### config.mk
export PLATFORM = sky130hd
export DESIGN_NAME = mi3_queue
export DESIGN_NICKNAME = d
export VERILOG_FILES = /design/src/rtl/core/mi3_pkg.sv /design/src/rtl/core/mi3_queue.sv
export SDC_FILE = /design/constraint.sdc
export NUM_CORES = 1
export LEC_CHECK = 0
export ABC_AREA = 1
export ABC_CLOCK_PERIOD_IN_PS = 28800
export BUFFER_PORTS_ARGS = -buffer_cell sky130_fd_sc_hd__buf_2
export CORE_AREA = 2 2 540 542
export CTS_CLUSTER_SIZE = 16
export DETAILED_ROUTE_END_ITERATION = 8
export DIE_AREA = 0 0 542 544
export PLACE_DENSITY = 0.47
export SETUP_SLACK_MARGIN = 0.15
export SYNTH_ARGS = -nofsm -noshare
export SYNTH_HDL_FRONTEND = slang
export SYNTH_SLANG_ARGS = --single-unit
### constraint.sdc
create_clock -name clk_i -period 28.8 [get_ports clk_i]
set_clock_uncertainty 0.1 [all_clocks]
set_input_delay 8.64 -clock clk_i [delete_from_list [all_inputs] [get_ports clk_i]]
set_output_delay 8.64 -clock clk_i [all_outputs]
set_load 0.02 [all_outputs]
### src/rtl/core/mi3_pkg.sv
`timescale 1ns / 1ps
// ----------------------------------------------------------------------------
// mi3_pkg
// Shared types and constants of the 3x3 matrix inverse: item layouts, the
// job that travels from the cofactor front end to the divider back end, and
// the state carried through the divider pipeline.
// ----------------------------------------------------------------------------
package mi3_pkg;

  // Element and matrix geometry.
  localparam int ELEM_W   = 32;
  localparam int NUM_ELEM = 9;
  localparam int IDX_W    = $clog2(NUM_ELEM);
  localparam logic [IDX_W-1:0] LAST_IDX = IDX_W'(NUM_ELEM - 1);

  // Exact integer widths of the adjugate arithmetic.
  localparam int PROD_W = 2 * ELEM_W;       // element times element
  localparam int COF_W  = PROD_W + 1;       // signed cofactor
  localparam int CMAG_W = PROD_W;           // cofactor magnitude, at most 2^63
  localparam int LO_W   = COF_W - ELEM_W;   // unsigned low slice of a cofactor
  localparam int LOPP_W = LO_W + 1 + ELEM_W;
  localparam int DET_W  = 98;               // signed determinant and its terms
  localparam int DMAG_W = DET_W - 1;        // determinant magnitude
  localparam int QUO_W  = ELEM_W;           // quotient bits produced per division

  // Queue between front and back end.
  localparam int QUEUE_DEPTH = 2;
  localparam int QPTR_W      = $clog2(QUEUE_DEPTH);
  localparam int QCNT_W      = $clog2(QUEUE_DEPTH + 1);

  // Cofactor k of the inverse is m[a]*m[b] - m[c]*m[d], column-major indexes.
  typedef logic [IDX_W-1:0] idx_t;
  localparam idx_t COF_IDX [NUM_ELEM][4] = '{
    '{4'd4, 4'd8, 4'd7, 4'd5}, '{4'd7, 4'd2, 4'd1, 4'd8}, '{4'd1, 4'd5, 4'd4, 4'd2},
    '{4'd6, 4'd5, 4'd3, 4'd8}, '{4'd0, 4'd8, 4'd6, 4'd2}, '{4'd3, 4'd2, 4'd0, 4'd5},
    '{4'd3, 4'd7, 4'd6, 4'd4}, '{4'd6, 4'd1, 4'd0, 4'd7}, '{4'd0, 4'd4, 4'd3, 4'd1}
  };

  // Input item: one matrix, column-major.
  typedef struct packed {
    logic signed [ELEM_W-1:0] in_r0c0;
    logic signed [ELEM_W-1:0] in_r1c0;
    logic signed [ELEM_W-1:0] in_r2c0;
    logic signed [ELEM_W-1:0] in_r0c1;
    logic signed [ELEM_W-1:0] in_r1c1;
    logic signed [ELEM_W-1:0] in_r2c1;
    logic signed [ELEM_W-1:0] in_r0c2;
    logic signed [ELEM_W-1:0] in_r1c2;
    logic signed [ELEM_W-1:0] in_r2c2;
  } in_item_t;

  // Result item: the inverse and its status flags.
  typedef struct packed {
    logic signed [ELEM_W-1:0] out_r0c0;
    logic signed [ELEM_W-1:0] out_r1c0;
    logic signed [ELEM_W-1:0] out_r2c0;
    logic signed [ELEM_W-1:0] out_r0c1;
    logic signed [ELEM_W-1:0] out_r1c1;
    logic signed [ELEM_W-1:0] out_r2c1;
    logic signed [ELEM_W-1:0] out_r0c2;
    logic signed [ELEM_W-1:0] out_r1c2;
    logic signed [ELEM_W-1:0] out_r2c2;
    logic                     singular;
    logic                     overflow;
  } out_item_t;

  // Classified matrix, ready for division.
  typedef struct packed {
    logic [NUM_ELEM-1:0][CMAG_W-1:0] cof_mag;
    logic [NUM_ELEM-1:0]             cof_neg;
    logic [DMAG_W-1:0]               det_mag;
    logic                            det_neg;
    logic                            singular;
  } job_t;

  // Per-division status that rides along the divider.
  typedef struct packed {
    logic neg;
    logic ovf;
    logic singular;
  } div_tag_t;

  // One stage of the restoring divider.
  typedef struct packed {
    logic [DMAG_W-1:0] rem;
    logic [QUO_W-1:0]  low;
    logic [QUO_W-1:0]  quo;
    logic [DMAG_W-1:0] den;
    div_tag_t          tag;
  } div_stage_t;

endpackage

### src/rtl/core/mi3_queue.sv
`timescale 1ns / 1ps
// ----------------------------------------------------------------------------
// mi3_queue
// Short first-in first-out queue of classified jobs between front and back.
// ----------------------------------------------------------------------------
module mi3_queue (
  input  logic          clk_i,
  input  logic          rst_ni,
  input  logic          in_valid_i,
  output logic          in_ready_o,
  input  mi3_pkg::job_t in_data_i,
  output logic          out_valid_o,
  input  logic          out_ready_i,
  output mi3_pkg::job_t out_data_o
);
  import mi3_pkg::*;

  job_t              mem_q [QUEUE_DEPTH];
  logic [QPTR_W-1:0] wptr_q, rptr_q;
  logic [QCNT_W-1:0] cnt_q;
  logic              wr, rd;

  assign in_ready_o  = (cnt_q != QCNT_W'(QUEUE_DEPTH));
  assign out_valid_o = (cnt_q != '0);
  assign wr          = in_valid_i && in_ready_o;
  assign rd          = out_valid_o && out_ready_i;
  assign out_data_o  = mem_q[rptr_q];

  // Pointers and fill level.
  always_ff @(posedge clk_i or negedge rst_ni) begin
    if (!rst_ni) begin
      wptr_q <= '0;
      rptr_q <= '0;
      cnt_q  <= '0;
    end else begin
      if (wr) wptr_q <= wptr_q + 1'b1;
      if (rd) rptr_q <= rptr_q + 1'b1;
      cnt_q <= cnt_q + QCNT_W'(wr) - QCNT_W'(rd);
    end
  end

  // Storage.
  always_ff @(posedge clk_i) begin
    if (wr) begin
      mem_q[wptr_q] <= in_data_i;
    end
  end

endmodule

# After elaboration in Yosys (flattened, before gate mapping)

Memories as Yosys holds them, arrays and structs flattened.
Index checks and enable logic that the tools add are counted.

Equal/unequal tests: 1
Mux-type cells: 2
Add/subtract/negate cells: 4
Reduce and logical (&&, ||, !) cells: 3

Operators by type and width:

| cell                  | number |
|---|---|
| $add A1 B1 Y1 const B | 2 |
| $add A2 B1 Y2         | 1 |
| $logic_and A1 B1 Y1   | 2 |
| $mux W1               | 2 |
| $ne A2 B2 Y1 const B  | 1 |
| $reduce_bool A2 Y1    | 1 |
| $sub A2 B1 Y2         | 1 |

RAM bits: 1368
Memories kept: 1
Input port bits: 688
Flip-flop bits (word level): 4
Word-level logic and storage cells: 14

Memory list:

| name  | depth | width | read ports | clocked after Yosys merged registers in | write ports | RTL line        | text |
|---|---|---|---|---|---|---|---|
| mem_q | 2     | 684   | 1          | 0                                       | 1           | mi3_queue.sv:18 | `job_t mem_q [QUEUE_DEPTH];` |

# Longest topological paths before layout

Gate-level depths: netlist of the first run.

Depth in word-level cells: 4
Depth in mapped cells: 12
Gate-level depth less buffers: 12

# Least setup slack after synthesis of the first run

Ideal clock, no wire load.

Path type: input port to flip-flop
Start point: input in_valid_i
End point: memory mem_q[1][0] in the netlist's numbering (enable)
Required time: 26.946 ns
Arrival time: 37.045 ns
Slack: -10.099 ns
Stages on the path: 2
Cell sequence: nand2_1 nor2_1

Cells in the longest elaborated chain, start to end: 3

Ends and longest elaborated chain:

| what                          | RTL line        | text |
|---|---|---|
| from (decl)                   | mi3_queue.sv:9  | `input logic in_valid_i,` |
| $logic_and A1 B1 Y1           | mi3_queue.sv:25 | `assign wr = in_valid_i && in_ready_o;` |
| $mux W1                       | mi3_queue.sv:44 | `if (wr) begin` |
| $mux W1 (implied by the code) | mi3_queue.sv:45 | `mem_q[wptr_q] <= in_data_i;` |
| to (decl)                     | mi3_queue.sv:18 |  |

Every way passes these cells.

==> qor.json, run 1 <==
{
  "timing.setup.critical_path_class": {"value": "flop to primary output"},
  "regToRegSetupSlack": {"value": 24.25, "unit": "ns"},
  "unrepaired_setup_endpoints_after_global_routing": {"value": "no"},
  "post_synth_and_or_nand_nor_area_fraction": {"value": 0.154},
  "yosys_warnings": {"value": 0},
  "drt_pre_antenna_iters": {"value": 5},
  "yosysSeqAreaShare": {"value": 0.819},
  "layout.nets": {"value": 5711},
  "kind_of_capture_point_of_the_worst_setup_path": {"value": "primary output"},
  "power_density": {"value": 117, "unit": "mW/mm²"},
  "timing.final.crit_period": {"value": 12.75, "unit": "ns"},
  "maxCapViolCount": {"value": 0},
  "finalCritPeriodShare": {"value": 0.443},
  "syn-instance-count": {"value": 3603},
  "critPathArrivalTime": {"value": 4.01, "unit": "ns"},
  "grt_pass1_vias": {"value": 32500},
  "final-hold-violation-count": {"value": 0},
  "synthToLayoutAreaGrowth": {"value": 32.2, "unit": "%"},
  "h-tree-depth": {"value": 4},
  "dieArea": {"value": 0.295, "unit": "mm²"},
  "numCtsBuffers": {"value": 167},
  "run_status": {"value": "finished, final reports clean"},
  "synth-compound-area-share": {"value": 0.000199},
  "total_i_o_pin_count": {"value": 1374},
  "syn-cell-area": {"value": 0.0503, "unit": "mm²"},
  "critical_path.cell_chain": {"value": "buf_4 > buf_4 > nand2_1 > nand2_1 > buf_2"},
  "wire_length_of_the_first_global_routing_pass": {"value": 282, "unit": "mm"},
  "cp_data_required_time": {"value": 20.06, "unit": "ns"},
  "die_h": {"value": 544, "unit": "µm"},
  "cpMaxStageDelayCell": {"value": "buf_4"},
  "number_of_pins_with_negative_max_slew_slack_in_the_final_report": {"value": 0},
  "site_rows": {"value": 198},
  "globalRouteMet3Util": {"value": 0.0649},
  "max_slew.worst_pin.slew": {"value": 1.43, "unit": "ns"},
  "grt_overflow": {"value": 0},
  "finalSetupTns": {"value": 0, "unit": "ns"},
  "xor_and_xnor_area_share_after_synthesis": {"value": 0.000174},
  "worst_stage_delay_on_the_critical_path": {"value": 0.94, "unit": "ns"},
  "grt_use_total": {"value": 0.139},
  "clockRootBuffer": {"value": "clkbuf_16"},
  "ys_types": {"value": 15},
  "post_synth_mux_area_share": {"value": 0},
  "final-instance-count-excl-fill": {"value": 9024},
  "remaining_drc_errors": {"value": 0},
  "antenna_found_initial": {"value": 272},
  "hold_path_class": {"value": "flop to flop"},
  "clock_path_buffers": {"value": 4},
  "via_per_inst": {"value": 3.77},
  "worst_slew_margin_rel": {"value": 0.0490},
  "clock_latency": {"value": 0.82, "unit": "ns"},
  "total_leakage_power": {"value": 27.2, "unit": "nW"},
  "tritoncts": {"value": "yes"},
  "grtUsageMet2": {"value": 0.214},
  "detailedPlacementHpwl": {"value": 165, "unit": "mm"},
  "buffer_ports.inserted": {"value": 1373},
  "busiest_layer": {"value": "met2"},
  "gr-usage-met1": {"value": 0.171},
  "postSynthAreaPerCell": {"value": 14.0, "unit": "µm²"},
  "synthesis_stage_register_bit_count": {"value": 1372},
  "main_combinational_cell_family_by_area_after_synthesis": {"value": "simple AND/OR/NAND/NOR gates"},
  "detail_route.wl_per_cell": {"value": 24.0, "unit": "µm"},
  "drive_above_1_share": {"value": 0.317},
  "cts.reportedPaths.clkPinSlew": {"value": 0.05, "unit": "ns"},
  "initial_core_utilization": {"value": 0.174},
  "timing.critical_path.from_type": {"value": "flop"},
  "dp_cells": {"value": 8653},
  "hold_ws": {"value": 0.460, "unit": "ns"},
  "vdd_drop_max": {"value": 0.120, "unit": "mV"},
  "synth_adder_area_share": {"value": 0.000249},
  "core_region_area": {"value": 0.289, "unit": "mm²"},
  "cts_post_setup_buffers_inserted": {"value": 0},
  "max_freq": {"value": 78.4, "unit": "MHz"},
  "cts-resized-gates": {"value": 0},
  "dr_total_vias": {"value": 34000},
  "fillCellCount": {"value": 30900},
  "finalWeightedCongestion": {"value": 0.909},
  "setup_viol_count_final": {"value": 0},
  "drt_iter0_markers": {"value": 2775},
  "grt_start_max_net_pins": {"value": 288},
  "clock_sinks": {"value": 1372},
  "cts_hold_buffers": {"value": 0},
  "mostFrequentLayoutCells": {"value": "2061 x nand2_1, 1373 x buf_2, 1368 x edfxtp_1"},
  "antenna_left": {"value": 0},
  "floorplan.die.width": {"value": 542, "unit": "µm"},
  "layout_commonest_cell": {"value": "nand2_1"},
  "path_max_fanout": {"value": 92},
  "syn_nets": {"value": 4292},
  "routed_wl": {"value": 217, "unit": "mm"}
}
[kinds of logic (layout without fill, tap and decap cells)]
logic type,count (synthesis),count (layout)
simple gates,2068,2068
other cells,0,73
fa+ha+maj,1,1
flops,1372,1372
xor+xnor,1,1
buf+inv,159,1707
compound gates,2,2
[critical path: cells and delay by family, from the launching register on]
family,cells,cell delay [ns]
flops,1,0.73
buf+inv,3,1.92
simple gates,2,0.38
[state kept, by name, summed over array words and instances (netlist names)]
register / flops
wptr_q: 1
mem_q: 1368
cnt_q: 2
rptr_q: 1
[routing by layer]
metal  vias up  part of all wire
met1     16300              0.40
met3       569              0.12
met4       100             0.042
li1      15200                 -
met5         -            0.0030
met2      1831              0.43
[worst paths after layout]
path / cells after the start / endpoint / from
max reg2reg: 7 / mem_q[1][194]$_DFFE_PP_ / cnt_q[1]$_DFF_PN0_
max: 5 / out_data_o[358] / rptr_q$_DFFE_PN0P_
min reg2reg: 1 / cnt_q[0]$_DFF_PN0_ / cnt_q[0]$_DFF_PN0_
min: 1 / cnt_q[0]$_DFF_PN0_ / cnt_q[0]$_DFF_PN0_
min in group asynchronous: 1 / cnt_q[0]$_DFF_PN0_ / rst_ni
max in group asynchronous: 1 / rptr_q$_DFFE_PN0P_ / rst_ni
[cell usage after synthesis]
cell      count  area, µm²
nand2_1    2061       7740
edfxtp_1   1368      41100
buf_6        73        822
buf_2        54        270
buf_4        23        173
inv_1         7       26.3
nor2_1        5       18.8
dfrtp_1       4        100
nand3_1       2       10.0
a21oi_1       1       5.00
clkbuf_1      1       3.75
ha_1          1       12.5
inv_6         1       8.76
o21ai_0       1       5.00
xor2_1        1       8.76
[area by class of cell]
class	count	area (µm²)	share of cell area
tap	3800	4750	0.0715
clock inverter	99	963	0.0145
antenna	73	183	0.00275
multi-input combinational	2072	7810	0.118
clock buffer	199	4340	0.0653
sequential	1372	41200	0.620
inverter	8	56.3	0.000847
timing repair buffer	1401	7170	0.108
[power by group]
group          internal [mW]  switching, mW  leakage [nW]
sequential              2.73         0.0996          12.8
clock                   1.21          0.853          2.58
combinational          0.640           2.27          11.8
[metrics by stage]
| stage | total power [mW] | utilization | setup slack, ns | instance area, µm² |
|---|---|---|---|---|
| after floorplan | 4.84 | - | 1.53 | 50300 |
| after global placement | 5.83 | 0.211 | 15.85 | 61000 |
| after detailed placement | 5.84 | 0.211 | 15.80 | 61000 |
| after global routing | 8.21 | 0.229 | 15.76 | 66300 |
| final | 7.80 | 0.230 | 16.05 | 66500 |
| after CTS | 7.95 | 0.229 | 15.83 | 66300 |
No activity file was read; power rests on OpenSTA's default activity.
==> run 2, diff against run 1 <==
--- a/config.mk
+++ b/config.mk
@@ -6,13 +6,13 @@
 export NUM_CORES = 1
 export LEC_CHECK = 0
 export ABC_AREA = 1
-export ABC_CLOCK_PERIOD_IN_PS = 28800
+export ABC_CLOCK_PERIOD_IN_PS = 12700
 export BUFFER_PORTS_ARGS = -buffer_cell sky130_fd_sc_hd__buf_2
 export CORE_AREA = 2 2 540 542
 export CTS_CLUSTER_SIZE = 16
 export DETAILED_ROUTE_END_ITERATION = 8
 export DIE_AREA = 0 0 542 544
-export PLACE_DENSITY = 0.47
+export PLACE_DENSITY = 0.46
 export SETUP_SLACK_MARGIN = 0.15
 export SYNTH_ARGS = -nofsm -noshare
 export SYNTH_HDL_FRONTEND = slang
==> constraint.sdc (replaced) <==
create_clock -name clk_i -period 12.7 [get_ports clk_i]
set_clock_uncertainty 0.1 [all_clocks]
set_input_delay 3.81 -clock clk_i [delete_from_list [all_inputs] [get_ports clk_i]]
set_output_delay 3.81 -clock clk_i [all_outputs]
set_load 0.02 [all_outputs]
==> qor.json, run 2 (synthesis gave the netlist of run 1 again) <==
{
  "clock_path_buffers": {"value": 4, "change": "unchanged"},
  "cp_top_family": {"value": "buffers and inverters", "change": "unchanged"},
  "grt_overflow": {"value": 0, "change": "unchanged"},
  "layout.nets": {"value": 5709, "change": "was 5711"},
  "antenna_left": {"value": 0, "change": "unchanged"},
  "drive_above_1_share": {"value": 0.317, "change": "about the same"},
  "core_region_area": {"value": 0.289, "unit": "mm²", "change": "unchanged"},
  "largest-register": {"value": "mem_q", "change": "unchanged"},
  "cts-resized-gates": {"value": 0, "change": "unchanged"},
  "critical_path.cell_chain": {"value": "buf_4 > buf_12 > buf_4 > nand2_1 > nand2_1 > buf_2", "change": "was buf_4 > buf_4 > nand2_1 > nand2_1 > buf_2"},
  "wire_length_of_the_first_global_routing_pass": {"value": 284, "unit": "mm", "change": "was 282 mm"},
  "clock_latency": {"value": 0.82, "unit": "ns", "change": "about the same"},
  "finalCritPeriodShare": {"value": 0.679},
  "cts.reportedPaths.clkPinSlew": {"value": 0.06, "unit": "ns", "change": "was 0.05 ns"},
  "timing.final.crit_period": {"value": 8.62, "unit": "ns"},
  "clock_sinks": {"value": 1372, "change": "unchanged"},
  "grt_pass1_vias": {"value": 32500, "change": "about the same"},
  "hold_path_class": {"value": "flop to flop", "change": "unchanged"},
  "path_max_fanout": {"value": 164, "change": "was 92"},
  "detail_route.wl_per_cell": {"value": 24.2, "unit": "µm", "change": "was 24.0 µm"},
  "tritoncts": {"value": "yes", "change": "unchanged"},
  "h-tree-depth": {"value": 4, "change": "unchanged"},
  "grt_start_max_net_pins": {"value": 254, "change": "was 288"},
  "vdd_drop_max": {"value": 0.202, "unit": "mV", "change": "was 0.120 mV"},
  "finalWeightedCongestion": {"value": 0.919, "change": "was 0.909"},
  "buffer_ports.inserted": {"value": 1373, "change": "unchanged"},
  "total_leakage_power": {"value": 27.1, "unit": "nW", "change": "was 27.2 nW"},
  "run_status": {"value": "finished, final reports clean", "change": "unchanged"},
  "total_i_o_pin_count": {"value": 1374, "change": "unchanged"},
  "initial_core_utilization": {"value": 0.174, "change": "unchanged"},
  "cts_post_setup_buffers_inserted": {"value": 0, "change": "unchanged"},
  "mostFrequentLayoutCells": {"value": "2060 x nand2_1, 1373 x buf_2, 1368 x edfxtp_1", "change": "was 2061 x nand2_1, 1373 x buf_2, 1368 x edfxtp_1"},
  "cts_hold_buffers": {"value": 0, "change": "unchanged"},
  "site_rows": {"value": 198, "change": "unchanged"},
  "unrepaired_setup_endpoints_after_global_routing": {"value": "no", "change": "unchanged"},
  "die_h": {"value": 544, "unit": "µm", "change": "unchanged"},
  "maxCapViolCount": {"value": 0, "change": "unchanged"},
  "power_density": {"value": 264, "unit": "mW/mm²", "change": "was 117 mW/mm²"},
  "biggestRegsByFlops": {"value": "mem_q: 1368 flops, cnt_q: 2 flops", "change": "unchanged"},
  "layout_commonest_cell": {"value": "nand2_1", "change": "unchanged"},
  "dr_total_vias": {"value": 33700, "change": "was 34000"},
  "worst_slew_margin_rel": {"value": 0.136, "change": "was 0.0490"},
  "number_of_pins_with_negative_max_slew_slack_in_the_final_report": {"value": 0, "change": "unchanged"},
  "cpMaxStageDelayCell": {"value": "dfrtp_4", "change": "was buf_4"},
  "cp_data_required_time": {"value": 8.79, "unit": "ns", "change": "was 20.06 ns"},
  "remaining_drc_errors": {"value": 0, "change": "unchanged"},
  "finalSetupTns": {"value": 0, "unit": "ns", "change": "unchanged"},
  "max_freq": {"value": 116, "unit": "MHz"},
  "critPathBufInv": {"value": 4, "change": "was 3"},
  "kind_of_capture_point_of_the_worst_setup_path": {"value": "primary output", "change": "unchanged"},
  "detailedPlacementHpwl": {"value": 166, "unit": "mm", "change": "was 165 mm"},
  "numCtsBuffers": {"value": 164, "change": "was 167"},
  "final-hold-violation-count": {"value": 0, "change": "unchanged"},
  "clockRootBuffer": {"value": "clkbuf_16", "change": "unchanged"},
  "via_per_inst": {"value": 3.74, "change": "was 3.77"},
  "max_slew.worst_pin.slew": {"value": 1.30, "unit": "ns", "change": "was 1.43 ns"},
  "setup_viol_count_final": {"value": 0, "change": "unchanged"},
  "hold_ws": {"value": 0.467, "unit": "ns", "change": "was 0.460 ns"},
  "fillCellCount": {"value": 30900, "change": "about the same"},
  "timing.critical_path.from_type": {"value": "flop", "change": "unchanged"},
  "critPathArrivalTime": {"value": 4.71, "unit": "ns", "change": "was 4.01 ns"},
  "drt_pre_antenna_iters": {"value": 5, "change": "unchanged"},
  "routed_wl": {"value": 218, "unit": "mm", "change": "was 217 mm"},
  "dieArea": {"value": 0.295, "unit": "mm²", "change": "unchanged"},
  "drt_iter0_markers": {"value": 2614, "change": "was 2775"},
  "worst_stage_delay_on_the_critical_path": {"value": 1.00, "unit": "ns", "change": "was 0.94 ns"},
  "floorplan.die.width": {"value": 542, "unit": "µm", "change": "unchanged"},
  "grt_use_total": {"value": 0.140, "change": "was 0.139"},
  "antenna_found_initial": {"value": 215, "change": "was 272"},
  "largest_register_ffs": {"value": 1368, "change": "unchanged"},
  "synthToLayoutAreaGrowth": {"value": 31.8, "unit": "%", "change": "was 32.2%"},
  "timing.setup.critical_path_class": {"value": "flop to primary output", "change": "unchanged"}
}
==> run 2: changes by cell type in the layout (fill, tap and decap cells not counted), moves of 3 or more <==
cell        change
clkinv_1       -13
diode_2         -9
bufinv_16       -8
clkbuf_1        +5
clkinvlp_4      +4
inv_6           -4
buf_12          +3
clkbuf_16       -3
clkinv_8        +3
==> run 2: layer usage <==
metal / GRT usage / vias to the layer above / wire length [µm] / part of all wire
li1: - / 15200 / - / -
met1: 0.168 / 16200 / 86700 / 0.40
met2: 0.216 / 1713 / 95400 / 0.44
met3: 0.0673 / 560 / 26200 / 0.12
met4: 0.0524 / 112 / 8540 / 0.039
met5: 0 / - / 714 / 0.0033
==> run 2: layout make-up <==
| cell class | count | area [µm²] | area share |
|---|---|---|---|
| clock buffer | 201 | 4290 | 0.0647 |
| inverter | 8 | 56.3 | 0.000850 |
| clock inverter | 87 | 792 | 0.0120 |
| tap | 3800 | 4750 | 0.0717 |
| multi-input combinational | 2072 | 7830 | 0.118 |
| timing repair buffer | 1402 | 7210 | 0.109 |
| sequential | 1372 | 41200 | 0.621 |
| antenna | 64 | 160 | 0.00242 |
==> run 2: path summary, 6_finish.rpt <==
check                           depth (start not counted)          startpoint                       to  slack (ns)
worst min register to register                          1  cnt_q[0]$_DFF_PN0_       cnt_q[0]$_DFF_PN0_        0.47
worst min-delay path                                    1  cnt_q[0]$_DFF_PN0_       cnt_q[0]$_DFF_PN0_        0.47
worst max-delay path                                    6  rptr_q$_DFFE_PN0P_          out_data_o[424]        4.08
max in group asynchronous                               1              rst_ni       rptr_q$_DFFE_PN0P_        9.66
min in group asynchronous                               1              rst_ni       rptr_q$_DFFE_PN0P_        2.69
worst max register to register                          6  cnt_q[1]$_DFF_PN0_  mem_q[1][314]$_DFFE_PP_        9.06
==> run 2: power breakdown <==
part / internal, mW / leakage, nW / switching [mW] / total, mW
Clock: 2.56 / 2.45 / 1.95 / 4.51
Combinational: 1.45 / 11.8 / 5.12 / 6.57
Sequential: 6.19 / 12.8 / 0.256 / 6.44
Total: 10.2 / 27.1 / 7.33 / 17.5
==> run 2: through the flow <==
stage | instances | util | cell area [µm²] | setup slack (ns) | power [mW]
finish | 9006 | 0.229 | 66300 | 4.08 | 17.5
global route | 8977 | 0.229 | 66200 | 3.79 | 18.5
CTS | 8942 | 0.228 | 66100 | 4.04 | 17.9
detailed placement | 8654 | 0.211 | 61000 | 4.98 | 13.3
global placement | 8654 | 0.211 | 61000 | 5.05 | 13.3
floorplan | 3603 | - | 50300 | -1.88 | 10.6
